==> config.mk <==
export PLATFORM = sky130hd
export DESIGN_NAME = adcwtq_seq
export DESIGN_NICKNAME = d
export VERILOG_FILES = /design/src/hdl/adcwtq_pkg.sv /design/src/hdl/adcwtq_seq.sv
export SDC_FILE = /design/constraint.sdc
export NUM_CORES = 1
export LEC_CHECK = 0
export ABC_AREA = 1
export BUFFER_PORTS_ARGS = -buffer_cell sky130_fd_sc_hd__buf_2
export CORE_AREA = 8 8 235 237
export CTS_CLUSTER_SIZE = 14
export DETAILED_ROUTE_END_ITERATION = 16
export DIE_AREA = 0 0 243 245
export MAX_ROUTING_LAYER = met4
export PLACE_DENSITY = 0.61
export SLEW_MARGIN = 10
export SYNTH_ARGS = -nofsm -noshare
export SYNTH_HDL_FRONTEND = slang
export SYNTH_SLANG_ARGS = --single-unit
==> constraint.sdc <==
create_clock -name i_clk -period 10.4 [get_ports i_clk]
set_input_delay 2.08 -clock i_clk [delete_from_list [all_inputs] [get_ports i_clk]]
set_output_delay 2.08 -clock i_clk [all_outputs]
set_load 0.05 [all_outputs]
==> src/hdl/adcwtq_pkg.sv <==
`default_nettype none

package adcwtq_pkg;

    localparam int QUEUE_DEPTH_DEF = 64;
    localparam int SAMPLE_BITS_DEF = 12;

    localparam int NUM_CH  = 4;
    localparam int CH_W    = 2;
    localparam int CMD_W   = 2;
    localparam int TIME_W  = 32;
    localparam int CNT_W   = 32;
    localparam int IVL_W   = 32;
    localparam int IDX_W   = 3;

    localparam logic [IVL_W-1:0] INTERVAL_RESET = 32'd20;

    localparam logic [CMD_W-1:0] CMD_TICK  = 2'd0;
    localparam logic [CMD_W-1:0] CMD_POP   = 2'd1;
    localparam logic [CMD_W-1:0] CMD_START = 2'd2;
    localparam logic [CMD_W-1:0] CMD_STOP  = 2'd3;

    localparam logic [IDX_W-1:0] REG_INTERVAL = 3'd0;
    localparam logic [IDX_W-1:0] REG_WIN_CH0  = 3'd1;

    typedef struct packed {
        logic push;
        logic pop;
    } t_ring_ctl;

endpackage

`default_nettype wire

==> src/hdl/adcwtq_seq.sv <==
`default_nettype none

module adcwtq_seq #(
    parameter int SAMPLE_BITS = adcwtq_pkg::SAMPLE_BITS_DEF,
    parameter int WIN_W       = 2 * SAMPLE_BITS + 1,
    parameter int WORD_W      = 2 * adcwtq_pkg::TIME_W + adcwtq_pkg::CH_W + SAMPLE_BITS + 1
) (
    input  wire logic                                        i_clk,
    input  wire logic                                        i_rst_n,
    input  wire logic                                        i_in_valid,
    output logic                                             o_in_ready,
    input  wire logic [adcwtq_pkg::CMD_W-1:0]                i_cmd,
    input  wire logic [adcwtq_pkg::TIME_W-1:0]               i_now_ms,
    input  wire logic [adcwtq_pkg::TIME_W-1:0]               i_now_us,
    input  wire logic [adcwtq_pkg::NUM_CH-1:0][SAMPLE_BITS-1:0] i_smp,
    input  wire logic [adcwtq_pkg::NUM_CH-1:0]               i_ok,
    input  wire logic [adcwtq_pkg::IVL_W-1:0]                i_interval,
    input  wire logic [adcwtq_pkg::NUM_CH-1:0][WIN_W-1:0]    i_win,
    output adcwtq_pkg::t_ring_ctl                            o_ring,
    output logic      [WORD_W-1:0]                           o_push_word,
    input  wire logic                                        i_empty,
    input  wire logic [WORD_W-1:0]                           i_rd_word,
    input  wire logic [adcwtq_pkg::CNT_W-1:0]                i_drops,
    output logic                                             o_out_valid,
    input  wire logic                                        i_out_ready,
    output logic                                             o_pop_valid,
    output logic      [adcwtq_pkg::TIME_W-1:0]               o_event_ms,
    output logic      [adcwtq_pkg::TIME_W-1:0]               o_event_us,
    output logic      [adcwtq_pkg::CH_W-1:0]                 o_event_channel,
    output logic      [SAMPLE_BITS-1:0]                      o_event_value,
    output logic                                             o_event_is_trigger,
    output logic      [adcwtq_pkg::CNT_W-1:0]                o_samples_taken,
    output logic      [adcwtq_pkg::CNT_W-1:0]                o_triggers_seen,
    output logic      [adcwtq_pkg::CNT_W-1:0]                o_events_dropped
);

    localparam int TW = adcwtq_pkg::TIME_W;
    localparam int KW = adcwtq_pkg::CH_W + 1;
    localparam logic [KW-1:0] K_LAST = KW'(2 * adcwtq_pkg::NUM_CH - 1);

    localparam logic [1:0] ST_IDLE = 2'd0;
    localparam logic [1:0] ST_TICK = 2'd1;
    localparam logic [1:0] ST_DONE = 2'd2;

    logic [1:0]    r_state;
    logic          r_stream;
    logic [TW-1:0] r_last;
    logic [TW-1:0] r_ms;
    logic [TW-1:0] r_us;
    logic [adcwtq_pkg::NUM_CH-1:0][SAMPLE_BITS-1:0] r_smp;
    logic [adcwtq_pkg::NUM_CH-1:0] r_ok;
    logic [KW-1:0] r_k;
    logic          r_popv;
    logic [adcwtq_pkg::CNT_W-1:0] r_samples;
    logic [adcwtq_pkg::CNT_W-1:0] r_triggers;
    logic          r_out_valid;

    logic [TW-1:0]                r_o_ms;
    logic [TW-1:0]                r_o_us;
    logic [adcwtq_pkg::CH_W-1:0]  r_o_ch;
    logic [SAMPLE_BITS-1:0]       r_o_val;
    logic                         r_o_trig;
    logic                         r_o_popv;
    logic [adcwtq_pkg::CNT_W-1:0] r_o_samples;
    logic [adcwtq_pkg::CNT_W-1:0] r_o_triggers;
    logic [adcwtq_pkg::CNT_W-1:0] r_o_drops;

    logic                         acc;
    logic                         due;
    logic [adcwtq_pkg::CH_W-1:0]  ch;
    logic                         trig;
    logic [SAMPLE_BITS-1:0]       v;
    logic [WIN_W-1:0]             w;
    logic                         outside;
    logic                         push;
    logic                         load;
    logic [TW-1:0]                elapsed;

    assign o_in_ready = r_state == ST_IDLE;
    assign acc        = i_in_valid && o_in_ready;
    assign elapsed    = i_now_ms - r_last;
    assign due        = r_stream && elapsed >= i_interval;

    assign ch      = r_k[KW-1:1];
    assign trig    = r_k[0];
    assign v       = r_smp[ch];
    assign w       = i_win[ch];
    assign outside = w[2*SAMPLE_BITS] && (v < w[SAMPLE_BITS-1:0]
                     || v > w[2*SAMPLE_BITS-1:SAMPLE_BITS]);
    assign push    = r_state == ST_TICK && r_ok[ch] && (!trig || outside);
    assign load    = r_state == ST_DONE && (!r_out_valid || i_out_ready);

    assign o_ring.push = push;
    assign o_ring.pop  = acc && i_cmd == adcwtq_pkg::CMD_POP && !i_empty;
    assign o_push_word = {trig, ch, v, r_us, r_ms};

    always_ff @(posedge i_clk) begin
        if (!i_rst_n) begin
            r_state     <= ST_IDLE;
            r_stream    <= 1'b0;
            r_last      <= '0;
            r_k         <= '0;
            r_popv      <= 1'b0;
            r_samples   <= '0;
            r_triggers  <= '0;
            r_out_valid <= 1'b0;
        end else begin
            unique case (r_state)
                ST_IDLE: begin
                    if (acc) begin
                        r_popv  <= o_ring.pop;
                        r_state <= (i_cmd == adcwtq_pkg::CMD_TICK && due) ? ST_TICK : ST_DONE;
                        unique case (i_cmd)
                            adcwtq_pkg::CMD_TICK: begin
                                if (due) begin
                                    r_last  <= i_now_ms;
                                    r_k     <= '0;
                                end
                            end
                            adcwtq_pkg::CMD_POP: begin
                            end
                            adcwtq_pkg::CMD_START: begin
                                r_stream <= 1'b1;
                                r_last   <= i_now_ms;
                            end
                            adcwtq_pkg::CMD_STOP: begin
                                r_stream <= 1'b0;
                            end
                            default: begin
                            end
                        endcase
                    end
                end
                ST_TICK: begin
                    if (push && !trig) begin
                        r_samples <= r_samples + 1'b1;
                    end
                    if (push && trig) begin
                        r_triggers <= r_triggers + 1'b1;
                    end
                    r_k <= r_k + 1'b1;
                    if (r_k == K_LAST) begin
                        r_state <= ST_DONE;
                    end
                end
                ST_DONE: begin
                    if (load) begin
                        r_state <= ST_IDLE;
                    end
                end
                default: begin
                    r_state <= ST_IDLE;
                end
            endcase

            if (load) begin
                r_out_valid <= 1'b1;
            end else if (i_out_ready) begin
                r_out_valid <= 1'b0;
            end
        end
    end

    always_ff @(posedge i_clk) begin
        if (acc) begin
            r_ms  <= i_now_ms;
            r_us  <= i_now_us;
            r_smp <= i_smp;
            r_ok  <= i_ok;
        end
    end

    // read word layout: trig, channel, value, us, ms from the top
    always_ff @(posedge i_clk) begin
        if (load) begin
            r_o_popv     <= r_popv;
            r_o_ms       <= r_popv ? i_rd_word[TW-1:0] : '0;
            r_o_us       <= r_popv ? i_rd_word[2*TW-1:TW] : '0;
            r_o_val      <= r_popv ? i_rd_word[2*TW+SAMPLE_BITS-1:2*TW] : '0;
            r_o_ch       <= r_popv ? i_rd_word[WORD_W-2:2*TW+SAMPLE_BITS] : '0;
            r_o_trig     <= r_popv && i_rd_word[WORD_W-1];
            r_o_samples  <= r_samples;
            r_o_triggers <= r_triggers;
            r_o_drops    <= i_drops;
        end
    end

    assign o_out_valid        = r_out_valid;
    assign o_pop_valid        = r_o_popv;
    assign o_event_ms         = r_o_ms;
    assign o_event_us         = r_o_us;
    assign o_event_channel    = r_o_ch;
    assign o_event_value      = r_o_val;
    assign o_event_is_trigger = r_o_trig;
    assign o_samples_taken    = r_o_samples;
    assign o_triggers_seen    = r_o_triggers;
    assign o_events_dropped   = r_o_drops;

endmodule

`default_nettype wire

==> flow_summary.yaml <==
power_and_ir_drop:
  vdd_ir_drop_max_v: 0.0001314
  powerDensity_mw_per_mm2: 167.0
  p_leak_uw: 0.01117
die:
  die_x_um: 243
  core-area_mm2: 0.05171
  die_area_mm2: 0.05954
  io_pins: 625
  rows: 84
  dieHeight_um: 245
  initial_utilization_pct: 37.13
setup_path:
  cp.required_ns: 8.32
  cp_cell_sequence: "buf_2 -> nand2_1 -> a32o_1 -> ha_1 -> nand4_1 -> nor3_1 -> nand2_1 -> o211ai_1 -> nand2_1 -> nand2_4 -> nand2_1 -> nand2_1 -> buf_2"
  path_max_fanout: 33
  reg2reg_from: "r_last[0]"
  crit_family: "simple AND/OR/NAND/NOR gates"
  worst-path-buf-inv: 2
  end_kind: "output port"
  cp_common_cell: "nand2_1"
  slowest_stage: "nand2_4"
  cp-start-kind: "input pin"
  crit_path_start: "i_win[48]"
  critPathMaxStageDelay_ns: 0.35
  worstPathArrival_ns: 4.43
  critical_path_class: "input pin to output port"
cts:
  cts.clk_slew.worst_paths_ns: 0.06
  clockBufferDepth: 3
  cts_buffers: 46
  cts_tree: "built"
  h-tree-depth: 2
  insertion_delay_ns: 0.60
  clock_sinks: 396
  cts_setup_buffers: 0
  cts-root-buf: "clkbuf_16"
  cts_resized: 0
  postCtsHoldBufs: 0
timing:
  max-slew-margin-rel_pct: 22.69
  setup_tns_ns: 0
  setup_viol: 0
  finalHoldViolations: 0
  max_freq_mhz: 153.7
  slew_violations: 0
  finalCritPeriodShare_pct: 62.55
  tightestPinTransition_ns: 1.160
  period_minus_slack_ns: 6.505
  rsz0062_at_grt: "false"
  skew_ns: 0.03003
global_routing:
  grt_pass1_vias: 16280
  grt.overflow.total: 0
  antenna_found_initial: 12
  grtUsageTotal_pct: 23.09
  grt_max_degree: 177
  grt_pass1_wl_um: 103000
synthesis:
  ys_types: 54
  synth_top_area_share_pct: 45.67
  synth-main-ff-cell: "edfxtp_1"
  ys_top_cells_by_count: "nand2_1, edfxtp_1, inv_1"
  yosysMostFrequentCell: "nand2_1"
  ys_async_sr_fraction_pct: 0
  synth_cells: 2016
  synth.avg_cell_area_um2: 9.524
  ys_warn_count: 0
  synth-seq-cells: 396
  synth_area_leaders: "edfxtp_1, dfxtp_1, nand2_1, ha_1, inv_1"
  synth_edf_count: 292
  yosys.area.top_type: "edfxtp_1"
  ys_seq_area_share_pct: 56.51
  syn_area_mm2: 0.01920
  syn-num-nets: 2473
finish:
  largest-register: "r_smp"
  stdcell_count: 3371
  nNetsFinal: 3090
  largest_reg_flops: 48
  n_fill_cell: 5009
  multi_input_area_mm2: 0.006980
  synthToLayoutAreaGrowth_pct: 27.26
  final_util_pct: 47.25
  ff_latch_area_mm2: 0.01086
  drive_gt1_share_pct: 27.63
  final_cell_area_mm2: 0.02443
placement:
  io_buffers: 624
  placed_cell_area_mm2: 0.02295
  gp_congestion: 0.8991
  dp_hpwl_um: 54470
  dp.cells: 3273
route:
  antenna_left: 0
  viasPerCell: 4.853
  drc_errors: 0
  routed_wl_um: 69680
  wl_met3_um: 4113
  drt_iter0_markers: 1108
  vias: 16360
  firstDrtPassIters: 5
  wl_met1_um: 28590
  met2_length_um: 34910
  wl_per_cell_um: 20.67
  routed.top_layer: "met4"
status:
  outcome: "finished, final reports clean"
run:
  maxCapViolations: 0
min_path:
  hp-class: "flop to flop"
  hold_start: "r_samples[31]"
## placed cells by master (no fill, tap or decap), types with 5 or more instances in the layout
| cell | instances |
|---|---|
| buf_2 | 624 |
| a31oi_1 | 9 |
| dfxtp_1 | 102 |
| nor3b_1 | 5 |
| clkbuf_1 | 7 |
| o22ai_1 | 13 |
| a32o_1 | 22 |
| o21bai_1 | 6 |
| a21oi_1 | 132 |
| nor2_1 | 200 |
| nand2_1 | 481 |
| xnor2_1 | 26 |
| diode_2 | 12 |
| clkinv_1 | 13 |
| buf_4 | 11 |
| clkinv_2 | 11 |
| inv_1 | 269 |
| edfxtp_1 | 292 |
| nand3_1 | 33 |
| nand4_1 | 56 |
| o21ai_0 | 52 |
| nor3_1 | 35 |
| clkbuf_16 | 46 |
| o21ai_1 | 5 |
| ha_1 | 90 |
| xor2_1 | 45 |
| nor4_1 | 12 |
| a21o_1 | 6 |
## cell type report
class	instances	area share (%)
repair buffers	636	13.20
flip-flops and latches	396	44.43
diodes	12	0.1229
well taps	688	3.523
inverters	275	4.225
clock buffers	53	4.819
clock inverters	33	1.111
multi-input cells	1278	28.57
## stage by stage
step                      hold slack, ns  worst slack, ns  power (uW)
after floorplan                   0.4064           0.2886        2324
after global placement            0.4241            3.844        2546
after detailed placement          0.4384            3.667        2555
after CTS                         0.4534            3.919        4131
after global routing              0.4685            3.673        4239
final                             0.4526            3.895        4080
## kinds of logic (layout without fill, tap and decap cells)
family / count (synthesis) / after routing / share of synthesized area (%)
other: 0 / 12 / 0
buffers and inverters: 342 / 997 / 7.247
xor gates and xnor gates: 71 / 71 / 3.239
AOI/OAI and AO/OA: 265 / 265 / 8.113
and+or+nand+nor: 851 / 851 / 18.92
adders and majority gates: 91 / 91 / 5.969
DFF: 396 / 396 / 56.51
## path summary, 6_finish.rpt
kind,slack [ns],endpoint,cells past startpoint
hold reg to reg,0.45,o_samples_taken[31],0
hold / removal,0.45,o_samples_taken[31],0
setup reg to reg,5.60,r_last[4],25
setup / recovery,3.89,o_ring[1],13
## report_power, final
part,internal [uW],switching [uW]
logic,197,509
clock network,872,689
registers,1790,25.1
total,2860,1220
## metal layers
layer / vias up / GRT usage [%]
li1: 8016 / -
met2: 555 / 40.06
met4: 0 / 6.964
met3: 96 / 4.707
met1: 7694 / 26.88
met5: - / -
## worst register-to-register path: stages, from the launching register on
cell	delay, ns
dfxtp_1	0.34
ha_1	0.15
inv_1	0.06
fa_1	0.40
nand3_1	0.10
nand2_1	0.09
a21boi_1	0.38
o21ai_0	0.20
a21oi_1	0.41
nand3b_1	0.19
nand2_1	0.07
nand2_1	0.07
nand2_1	0.11
ha_1	0.30
nand2_1	0.06
nor2_1	0.15
nand2_1	0.09
nor2_1	0.18
nand4_1	0.10
nand3_1	0.19
nand3_1	0.15
o21ai_4	0.08
buf_4	0.56
nand2_1	0.14
nand2_1	0.09
nor2_1	0.04
Note: power is estimated with default switching activity, not from simulation.
