$ cat src/hdl/adcwtq_pkg.sv
`default_nettype none

package adcwtq_pkg;

    localparam int QUEUE_DEPTH_DEF = 64;
    localparam int SAMPLE_BITS_DEF = 12;

    localparam int NUM_CH  = 4;
    localparam int CH_W    = 2;
    localparam int CMD_W   = 2;
    localparam int TIME_W  = 32;
    localparam int CNT_W   = 32;
    localparam int IVL_W   = 32;
    localparam int IDX_W   = 3;

    localparam logic [IVL_W-1:0] INTERVAL_RESET = 32'd20;

    localparam logic [CMD_W-1:0] CMD_TICK  = 2'd0;
    localparam logic [CMD_W-1:0] CMD_POP   = 2'd1;
    localparam logic [CMD_W-1:0] CMD_START = 2'd2;
    localparam logic [CMD_W-1:0] CMD_STOP  = 2'd3;

    localparam logic [IDX_W-1:0] REG_INTERVAL = 3'd0;
    localparam logic [IDX_W-1:0] REG_WIN_CH0  = 3'd1;

    typedef struct packed {
        logic push;
        logic pop;
    } t_ring_ctl;

endpackage

`default_nettype wire

$ cat src/hdl/adcwtq_cfg.sv
`default_nettype none

module adcwtq_cfg #(
    parameter int SAMPLE_BITS = adcwtq_pkg::SAMPLE_BITS_DEF,
    parameter int WIN_W       = 2 * SAMPLE_BITS + 1,
    parameter int CFG_W       = 32
) (
    input  wire logic                                   i_clk,
    input  wire logic                                   i_rst_n,
    input  wire logic                                   i_cfg_we,
    input  wire logic [adcwtq_pkg::IDX_W-1:0]           i_cfg_index,
    input  wire logic [CFG_W-1:0]                       i_cfg_data,
    output logic      [adcwtq_pkg::IVL_W-1:0]           o_interval,
    output logic      [adcwtq_pkg::NUM_CH-1:0][WIN_W-1:0] o_win
);

    localparam logic [WIN_W-1:0] WIN_RESET =
        {1'b0, {SAMPLE_BITS{1'b1}}, {SAMPLE_BITS{1'b0}}};

    logic [adcwtq_pkg::IVL_W-1:0] r_interval;
    logic [adcwtq_pkg::IVL_W-1:0] n_interval;
    logic [adcwtq_pkg::NUM_CH-1:0][WIN_W-1:0] r_win;
    logic [adcwtq_pkg::NUM_CH-1:0][WIN_W-1:0] n_win;
    logic [WIN_W-1:0]             wv;
    logic                         win_ok;

    assign wv     = i_cfg_data[WIN_W-1:0];
    assign win_ok = wv[SAMPLE_BITS-1:0] <= wv[2*SAMPLE_BITS-1:SAMPLE_BITS];

    always_comb begin
        n_interval = r_interval;
        n_win      = r_win;
        if (i_cfg_we && i_cfg_index == adcwtq_pkg::REG_INTERVAL
                && i_cfg_data[adcwtq_pkg::IVL_W-1:0] != '0) begin
            n_interval = i_cfg_data[adcwtq_pkg::IVL_W-1:0];
        end
        for (int c = 0; c < adcwtq_pkg::NUM_CH; c++) begin
            if (i_cfg_we && win_ok
                    && i_cfg_index == adcwtq_pkg::REG_WIN_CH0 + adcwtq_pkg::IDX_W'(c)) begin
                n_win[c] = wv;
            end
        end
    end

    always_ff @(posedge i_clk) begin
        if (!i_rst_n) begin
            r_interval <= adcwtq_pkg::INTERVAL_RESET;
            r_win      <= {adcwtq_pkg::NUM_CH{WIN_RESET}};
        end else begin
            r_interval <= n_interval;
            r_win      <= n_win;
        end
    end

    assign o_interval = r_interval;
    assign o_win      = r_win;

endmodule

`default_nettype wire

$ cat config.mk
export PLATFORM = sky130hd
export DESIGN_NAME = adcwtq_cfg
export DESIGN_NICKNAME = d
export VERILOG_FILES = /design/src/hdl/adcwtq_pkg.sv /design/src/hdl/adcwtq_cfg.sv
export SDC_FILE = /design/constraint.sdc
export NUM_CORES = 1
export LEC_CHECK = 0
export ABC_AREA = 1
export BUFFER_PORTS_ARGS = -buffer_cell sky130_fd_sc_hd__buf_2
export CAP_MARGIN = 25
export CELL_PAD_IN_SITES_DETAIL_PLACEMENT = 0
export CELL_PAD_IN_SITES_GLOBAL_PLACEMENT = 1
export CORE_ASPECT_RATIO = 1.4
export CORE_MARGIN = 2
export CORE_UTILIZATION = 34
export CTS_BUF_LIST = sky130_fd_sc_hd__clkbuf_8
export CTS_CLUSTER_DIAMETER = 40
export DETAILED_ROUTE_END_ITERATION = 10
export HOLD_SLACK_MARGIN = 0.02
export PLACE_DENSITY_LB_ADDON = 0.1
export RECOVER_POWER = 25
export SLEW_MARGIN = 25
export SYNTH_ARGS = -nofsm -noshare
export SYNTH_HDL_FRONTEND = slang
export SYNTH_SLANG_ARGS = --single-unit
$ cat constraint.sdc
create_clock -name i_clk -period 1.4 [get_ports i_clk]
set_input_delay 0 -clock i_clk [delete_from_list [all_inputs] [get_ports i_clk]]
set_output_delay 0 -clock i_clk [all_outputs]
set_load 0.01 [all_outputs]
==> results.sh, run 1 <==
export IMPL_timing_rr_end="o_win[35]"
export IMPL_p_per_area_nw_per_um2=1090
export IMPL_nets=1058
export IMPL_ys_seq_elements=132
export IMPL_seqCellArea_sq_um=2640
export IMPL_cts_sinks=132
export IMPL_initial_core_util_pct=34.6
export IMPL_r2r_start="o_win[35]"
export IMPL_avgSynthCellArea_sq_um=7.36
export IMPL_ys_warn_count=0
export IMPL_clk_path_buf_depth=2
export IMPL_cp_required_ns=1.73
export IMPL_grt_antenna_before_repair=2
export IMPL_hold_path_class="input port to register"
export IMPL_grt_pass1_wl_um=31100
export IMPL_cts_buffers=17
export IMPL_p_leak_nw=3.73
export IMPL_multi_input_area_sq_um=2410
export IMPL_io_pins=170
export IMPL_core_sq_um=16200
export IMPL_clk_pin_slew_ns=0.08
export IMPL_detail_route_wl_per_cell_um=16.5
export IMPL_endpoint="o_win[54]"
export IMPL_postLayoutCellArea_sq_um=7920
export IMPL_crit_top_cell="nand2_1"
export IMPL_hold_viol_final=0
export IMPL_setup_viol=0
export IMPL_crit_chain="buf_2, inv_1, ha_1, nand2_1, inv_1, nand2_1, nor2_2, nand4_1, nand2_4, buf_8, buf_12, nand4_1, nand2_1, nor2_1"
export IMPL_synth_nets=811
export IMPL_fill_cells=1682
export IMPL_worstPathArrival_ns=1.68
export IMPL_crit_start="i_cfg_data[20]"
export IMPL_tightest_slew_ns=0.511
export IMPL_remaining_drc_errors=0
export IMPL_drv_slew=0
export IMPL_grt_pass1_vias=5861
export IMPL_core_rowCount=55
export IMPL_syn_inst=761
export IMPL_seq_area_frac_synth_pct=47.2
export IMPL_status="finished, final reports clean"
export IMPL_clk_root_buffer_cell="clkbuf_8"
export IMPL_drv_cap=0
export IMPL_crit_slowest_cell="ha_1"
export IMPL_routed_wl_um=20200
export IMPL_grt_overflow_total=0
export IMPL_layout_drive_gt1_share_pct=23.1
export IMPL_die_area_sq_um=17500
export IMPL_io_buffer_count=169
export IMPL_syn2layout_area_growth_pct=41.4
export IMPL_critPathMaxStageDelay_ns=0.29
export IMPL_reg2reg_depth=2
export IMPL_cp_end_kind="register"
export IMPL_via_per_inst=4.85
export IMPL_synth_distinct_cells=23
export IMPL_dr_pass1_iters=4
export IMPL_synth_cell_area_sq_um=5600
export IMPL_fmax_mhz=743
export IMPL_r2r_slack_ns=0.76
export IMPL_grt_max_degree=54
export IMPL_criticalPathCategory="input port to register"
export IMPL_crit_fanout=12
export IMPL_ant_nets=0
export IMPL_worstSkewPairLatency_ns=0.43
export IMPL_routabilityCongestion=0.898
export IMPL_drt_iter0_drc=259
export IMPL_grtUsageTotal_pct=22.8
export IMPL_placed_area_sq_um=7100
export IMPL_htree_levels=4
export IMPL_fp_dieW_um=112
export IMPL_cp_start_kind="input port"
export IMPL_dp_hpwl_um=14900
export IMPL_period_minus_slack_ns=1.35
export IMPL_maxSlewHeadroom_pct=65.9
export IMPL_dieHeight_um=156
export IMPL_skew_ns=0
export IMPL_fin_crit_sh_pct=96.1
export IMPL_num_vias=5937
export IMPL_cts_tree="yes"
export IMPL_holdWs_ns=0.0477
export IMPL_ir_drop_v=0.000510
-- cells by family (layout without fill, tap and decap cells) --
kind of cell / after synthesis / after routing / synth area share [%]
AO/OA/AOI/OAI: 88 / 88 / 7.99
flip-flops: 132 / 132 / 47.2
buffers and inverters: 143 / 403 / 10.6
other: 0 / 3 / 0
adder cells (fa/ha/maj): 12 / 12 / 2.68
AND/OR/NAND/NOR: 386 / 386 / 31.6
-- cells in the mapped netlist (all sizes together) --
| library cell | count | area share [%] |
|---|---|---|
| dfxtp | 132 | 47 |
| nor2 | 124 | 8.3 |
| nand2 | 122 | 8.3 |
| inv | 89 | 6.0 |
| nand3 | 78 | 7.1 |
| nand4 | 57 | 6.4 |
| o21ai | 56 | 5.0 |
| buf | 31 | 3.1 |
| a21oi | 29 | 2.6 |
| clkbuf | 23 | 1.5 |
| ha | 12 | 2.7 |
| nor4 | 3 | 0.87 |
| nor3 | 2 | 0.58 |
| o211ai | 2 | 0.27 |
| a21o | 1 | 0.13 |
-- cells in the final DEF (no fill, tap or decap), types with 3 or more instances in the layout --
master and count:
nand3_1 76, buf_6 7, clkbuf_1 65, nor2_1 121, inv_6 5, o21ai_1 21
inv_2 5, dlygate4sd3_1 32, dfxtp_1 132, o21ai_0 35, nand2_2 3, inv_1 85
ha_1 10, buf_12 8, a21oi_1 29, buf_2 102, nor2_2 3, buf_4 65
clkbuf_8 17, clkinvlp_4 3, nand2_1 118, diode_2 3, bufinv_16 3, nand4_1 57
-- layout make-up --
cell class / instances / area share [%]
clock buffers: 17 / 2.95
flip-flops and latches: 132 / 33.4
repair buffers: 282 / 23.6
clock inverters: 15 / 2.24
multi-input cells: 486 / 30.4
well taps: 199 / 3.14
inverters: 89 / 4.25
diodes: 3 / 0.0948
-- flip-flops by register name, summed over array words and instances (netlist names) --
signal      count
o_interval     32
o_win         100
-- through the flow --
step	instances	utilization [%]	setup TNS (ns)	total power, mW	setup WS [ns]
after floorplan	761	-	0	4.64	0.00606
after global placement	1149	43.9	-34.24	5.19	-0.332
after detailed placement	1149	43.9	-35.69	5.20	-0.372
after CTS	1212	48.4	0	8.65	0.0280
after global routing	1222	49.0	-0.00498	8.99	-0.00271
final	1223	49.0	0	8.64	0.0547
-- worst min path at each step --
stage                   start        endpoint  slack [ns]  cells past startpoint
4_1_cts         i_cfg_data[7]       o_win[32]        0.02                      4
5_1_grt         i_cfg_data[6]       o_win[31]        0.04                      4
3_5_place_dp   i_cfg_data[29]  o_interval[29]        0.28                      3
3_3_place_gp   i_cfg_data[26]  o_interval[26]        0.27                      3
2_1_floorplan   i_cfg_data[4]       o_win[79]        0.15                      2
6_report        i_cfg_data[6]       o_win[31]        0.05                      4
-- worst max-delay path, delay by kind of cell --
| kind | cells | cell delay (ns) |
|---|---|---|
| and+or+nand+nor | 8 | 0.86 |
| buffers and inverters | 5 | 0.50 |
| adders and majority gates | 1 | 0.29 |
-- what timing repair did --
| action | CTS | global route |
|---|---|---|
| hold buffers | 31 | 1 |
| setup endpoints to repair | 0 | 82 |
| gates resized for setup | 0 | 25 |
| endpoints found under the hold margin | 81 | 1 |
| buffers inserted | 0 | 5 |
-- metal layers --
layer	vias up	share of wire (%)	GRT usage (%)
met4	0	2.4	9.06
met3	30	4.8	4.70
met5	-	0	0
met2	158	54	42.1
li1	2980	-	-
met1	2769	39	25.3
-- power breakdown --
group | leakage [nW] | switching, mW | internal [mW]
clock | 0.206 | 1.60 | 1.78
combinational | 2.46 | 0.766 | 0.557
sequential | 1.07 | 0.0663 | 3.87
total | 3.73 | 2.43 | 6.20
No activity file was read; power rests on OpenSTA's default activity.
==> run 2, diff against run 1 <==
--- a/config.mk
+++ b/config.mk
@@ -5,14 +5,13 @@
 export SDC_FILE = /design/constraint.sdc
 export NUM_CORES = 1
 export LEC_CHECK = 0
-export ABC_AREA = 1
 export BUFFER_PORTS_ARGS = -buffer_cell sky130_fd_sc_hd__buf_2
 export CAP_MARGIN = 25
 export CELL_PAD_IN_SITES_DETAIL_PLACEMENT = 0
 export CELL_PAD_IN_SITES_GLOBAL_PLACEMENT = 1
 export CORE_ASPECT_RATIO = 1.4
 export CORE_MARGIN = 2
-export CORE_UTILIZATION = 34
+export CORE_UTILIZATION = 36
 export CTS_BUF_LIST = sky130_fd_sc_hd__clkbuf_8
 export CTS_CLUSTER_DIAMETER = 40
 export DETAILED_ROUTE_END_ITERATION = 10
==> run 2 against run 1 <==
Effect of this change:
- largest cell class is now multi-input combinational cells
- clock-buffer cell count stayed put
- routed wire length fell by 15%
- synthesized cell count decreased by 31%
- via count fell by 22%
- core utilization increased by 6.6 points
- first-iteration DRC count shrank 57%
- fmax down 11%
- the flow now finishes with violations (negative setup slack)
- clock skew unchanged
- setup slack got worse by 0.17 ns
- non-clock buffer count fell by 4
- sequential share of layout area decreased by 1.6 points
==> results.sh, run 2 <==
export IMPL_violations="negative setup slack"
export IMPL_period_minus_slack_ns=1.52
export IMPL_grt_max_degree=54
export IMPL_largest_register_ffs=100
export IMPL_hold_viol_final=0
export IMPL_multi_input_area_sq_um=2780
export IMPL_synth_edf_count=0
export IMPL_cts_sinks=132
export IMPL_routed_wl_met2_um=8990
export IMPL_remaining_drc_errors=0
export IMPL_htree_levels=4
export IMPL_detail_route_wl_per_cell_um=17.2
export IMPL_setup_slack_ns=-0.119
export IMPL_finalSetupTns_ns=-6.28
export IMPL_avgSynthCellArea_sq_um=10.5
export IMPL_reg2reg_depth=2
export IMPL_routed_wl_um=17200
export IMPL_hold_path_endpoint="o_win[98]"
export IMPL_dp_cells=909
export IMPL_r2r_slack_ns=0.71
export IMPL_grt_antenna_before_repair=2
export IMPL_highest_layer="met4"
export IMPL_final_core_util_pct=55.6
export IMPL_num_vias=4625
export IMPL_synth_nets=575
export IMPL_fin_crit_sh_pct=109
export IMPL_fp_dieW_um=108
export IMPL_p_leak_nw=3.35
export IMPL_met1_length_um=7080
export IMPL_async_flop_share_pct=0
export IMPL_grtUsageTotal_pct=20.3
export IMPL_final_cell_count_no_fill=999
export IMPL_layout_drive_gt1_share_pct=33.8
export IMPL_yosys_area_top_type="dfxtp_1"
export IMPL_skew_ns=0
export IMPL_synth_most_common_cell="dfxtp_1"
export IMPL_core_rowCount=53
export IMPL_rsz0062_at_grt="true"
export IMPL_via_per_inst=4.63
export IMPL_setup_viol=95
export IMPL_maxSlewHeadroom_pct=69.0
export IMPL_core_sq_um=15000
export IMPL_critPathMaxStageDelay_ns=0.32
export IMPL_p_per_area_nw_per_um2=1040
export IMPL_ir_drop_v=0.000557
export IMPL_clk_path_buf_depth=2
export IMPL_cts_tree="yes"
export IMPL_netlist_area_leader_share_pct=48.1
export IMPL_criticalPathCategory="input port to register"
export IMPL_synthFlopType="dfxtp_1"
export IMPL_fill_cells=1421
export IMPL_dieHeight_um=150
export IMPL_cp_required_ns=1.75
export IMPL_routed_wl_met3_um=875
export IMPL_r2r_start="o_win[19]"
export IMPL_crit_chain="buf_6, ha_4, nor2b_4, o211ai_2, a211o_1, a31oi_4, buf_6, nor4bb_4, buf_6, buf_6, mux2i_2"
export IMPL_min_path_cells=4
export IMPL_cts_buffers=17
export IMPL_fmax_mhz=658
export IMPL_crit_top_cell="buf_6"
export IMPL_status="finished with violations"
export IMPL_tightest_slew_ns=0.464
export IMPL_ant_nets=0
export IMPL_routabilityCongestion=0.865
export IMPL_syn_inst=525
export IMPL_worstSkewPairLatency_ns=0.43
export IMPL_clk_root_buffer_cell="clkbuf_8"
export IMPL_dr_pass1_iters=4
export IMPL_yosys_top_cells_area="dfxtp_1 (48%), mux2i_1 (22%), nor2b_1 (10%)"
export IMPL_seqCellArea_sq_um=2640
export IMPL_grt_pass1_wl_um=25000
export IMPL_crit_fanout=3
export IMPL_io_pins=170
export IMPL_ys_seq_elements=132
export IMPL_synth_cell_area_sq_um=5500
export IMPL_cp_start_kind="input port"
export IMPL_clk_pin_slew_ns=0.08
export IMPL_final_common_cell="dfxtp_1"
export IMPL_hp_start="i_cfg_data[23]"
export IMPL_syn2layout_area_growth_pct=51.4
export IMPL_dp_hpwl_um=11600
export IMPL_timing_rr_end="o_win[19]"
export IMPL_cp_end_kind="register"
export IMPL_synth_distinct_cells=27
export IMPL_initial_core_util_pct=36.7
export IMPL_worstPathArrival_ns=1.87
export IMPL_mostFrequentLayoutCells="dfxtp_1 (132), mux2i_1 (118), buf_2 (105)"
export IMPL_die_area_sq_um=16300
export IMPL_crit_slowest_cell="nor4bb_4"
export IMPL_hold_path_class="input port to register"
export IMPL_drv_slew=0
export IMPL_io_buffer_count=169
export IMPL_grt_pass1_vias=4585
export IMPL_ys_warn_count=0
export IMPL_drt_iter0_drc=111
export IMPL_synthTopCellsByCount="dfxtp_1 (132), mux2i_1 (120), nor2b_1 (91)"
export IMPL_drv_cap=0
export IMPL_nets=842
export IMPL_seq_area_frac_synth_pct=48.1
export IMPL_grt_overflow_total=0
[run 2: timing repair]
item / 4_1_cts / 5_1_grt
pin swaps: 16 / 15
hold endpoints to repair: 50 / 4
hold buffers: 33 / 4
setup endpoints to repair: 129 / 119
buffers inserted: 6 / 7
gates cloned: 2 / 6
gates resized for setup: 57 / 35
[run 2: stage by stage]
stage               instance area [sq um]  hold WS [ns]  total power [mW]  setup slack (ns)
floorplan                            5540         0.125              4.35            -0.247
global placement                     6890         0.274              4.73            -0.811
detailed placement                   6890         0.287              4.75            -0.860
CTS                                  8020        0.0226              8.67           -0.0307
global route                         8320        0.0600              8.98            -0.157
finish                               8330        0.0382              8.65            -0.119
[run 2: kinds of logic after synthesis]
group / count (synthesis) / share of synthesized area, %
simple gates: 196 / 19.1
flops: 132 / 48.1
fa+ha+maj: 12 / 2.73
mux: 120 / 21.8
compound gates: 22 / 2.87
buf+inv: 43 / 5.42
[run 2: how the worst max path moves through the flow]
stage	from	end	cells after the start
2_1_floorplan	i_cfg_data[13]	o_win[10]	10
3_3_place_gp	i_cfg_data[13]	o_win[8]	11
3_5_place_dp	i_cfg_data[13]	o_win[10]	11
4_1_cts	i_cfg_data[13]	o_win[27]	11
5_1_grt	i_cfg_data[22]	o_win[16]	12
6_report	i_cfg_data[1]	o_win[19]	11
[run 2: area by class of cell]
class / instances / area share, %
tap: 192 / 2.89
timing repair buffer: 278 / 25.5
clock inverter: 15 / 2.72
sequential: 132 / 31.7
multi-input combinational: 351 / 33.3
clock buffer: 17 / 2.81
antenna: 2 / 0.0601
inverter: 12 / 0.932
[run 2: layer usage]
| metal | GRT usage (%) | vias up |
|---|---|---|
| met4 | 7.44 | 0 |
| met1 | 23.1 | 2192 |
| met5 | 0 | - |
| met3 | 4.63 | 20 |
| met2 | 36.6 | 117 |
| li1 | - | 2296 |
[run 2: where the power goes]
group          switching (mW)  total (mW)  leakage [nW]  internal (mW)
Combinational           0.494        1.05          2.05          0.557
Sequential             0.0377        3.86          1.07           3.82
Clock                    1.60        3.74         0.229           2.14
[run 2: worst max-delay path, delay by kind of cell]
kind,cells,cell delay [ns]
buffers and inverters,4,0.57
and+or+nand+nor,2,0.44
AOI/OAI and AO/OA,3,0.41
adders and majority gates,1,0.23
muxes,1,0.20
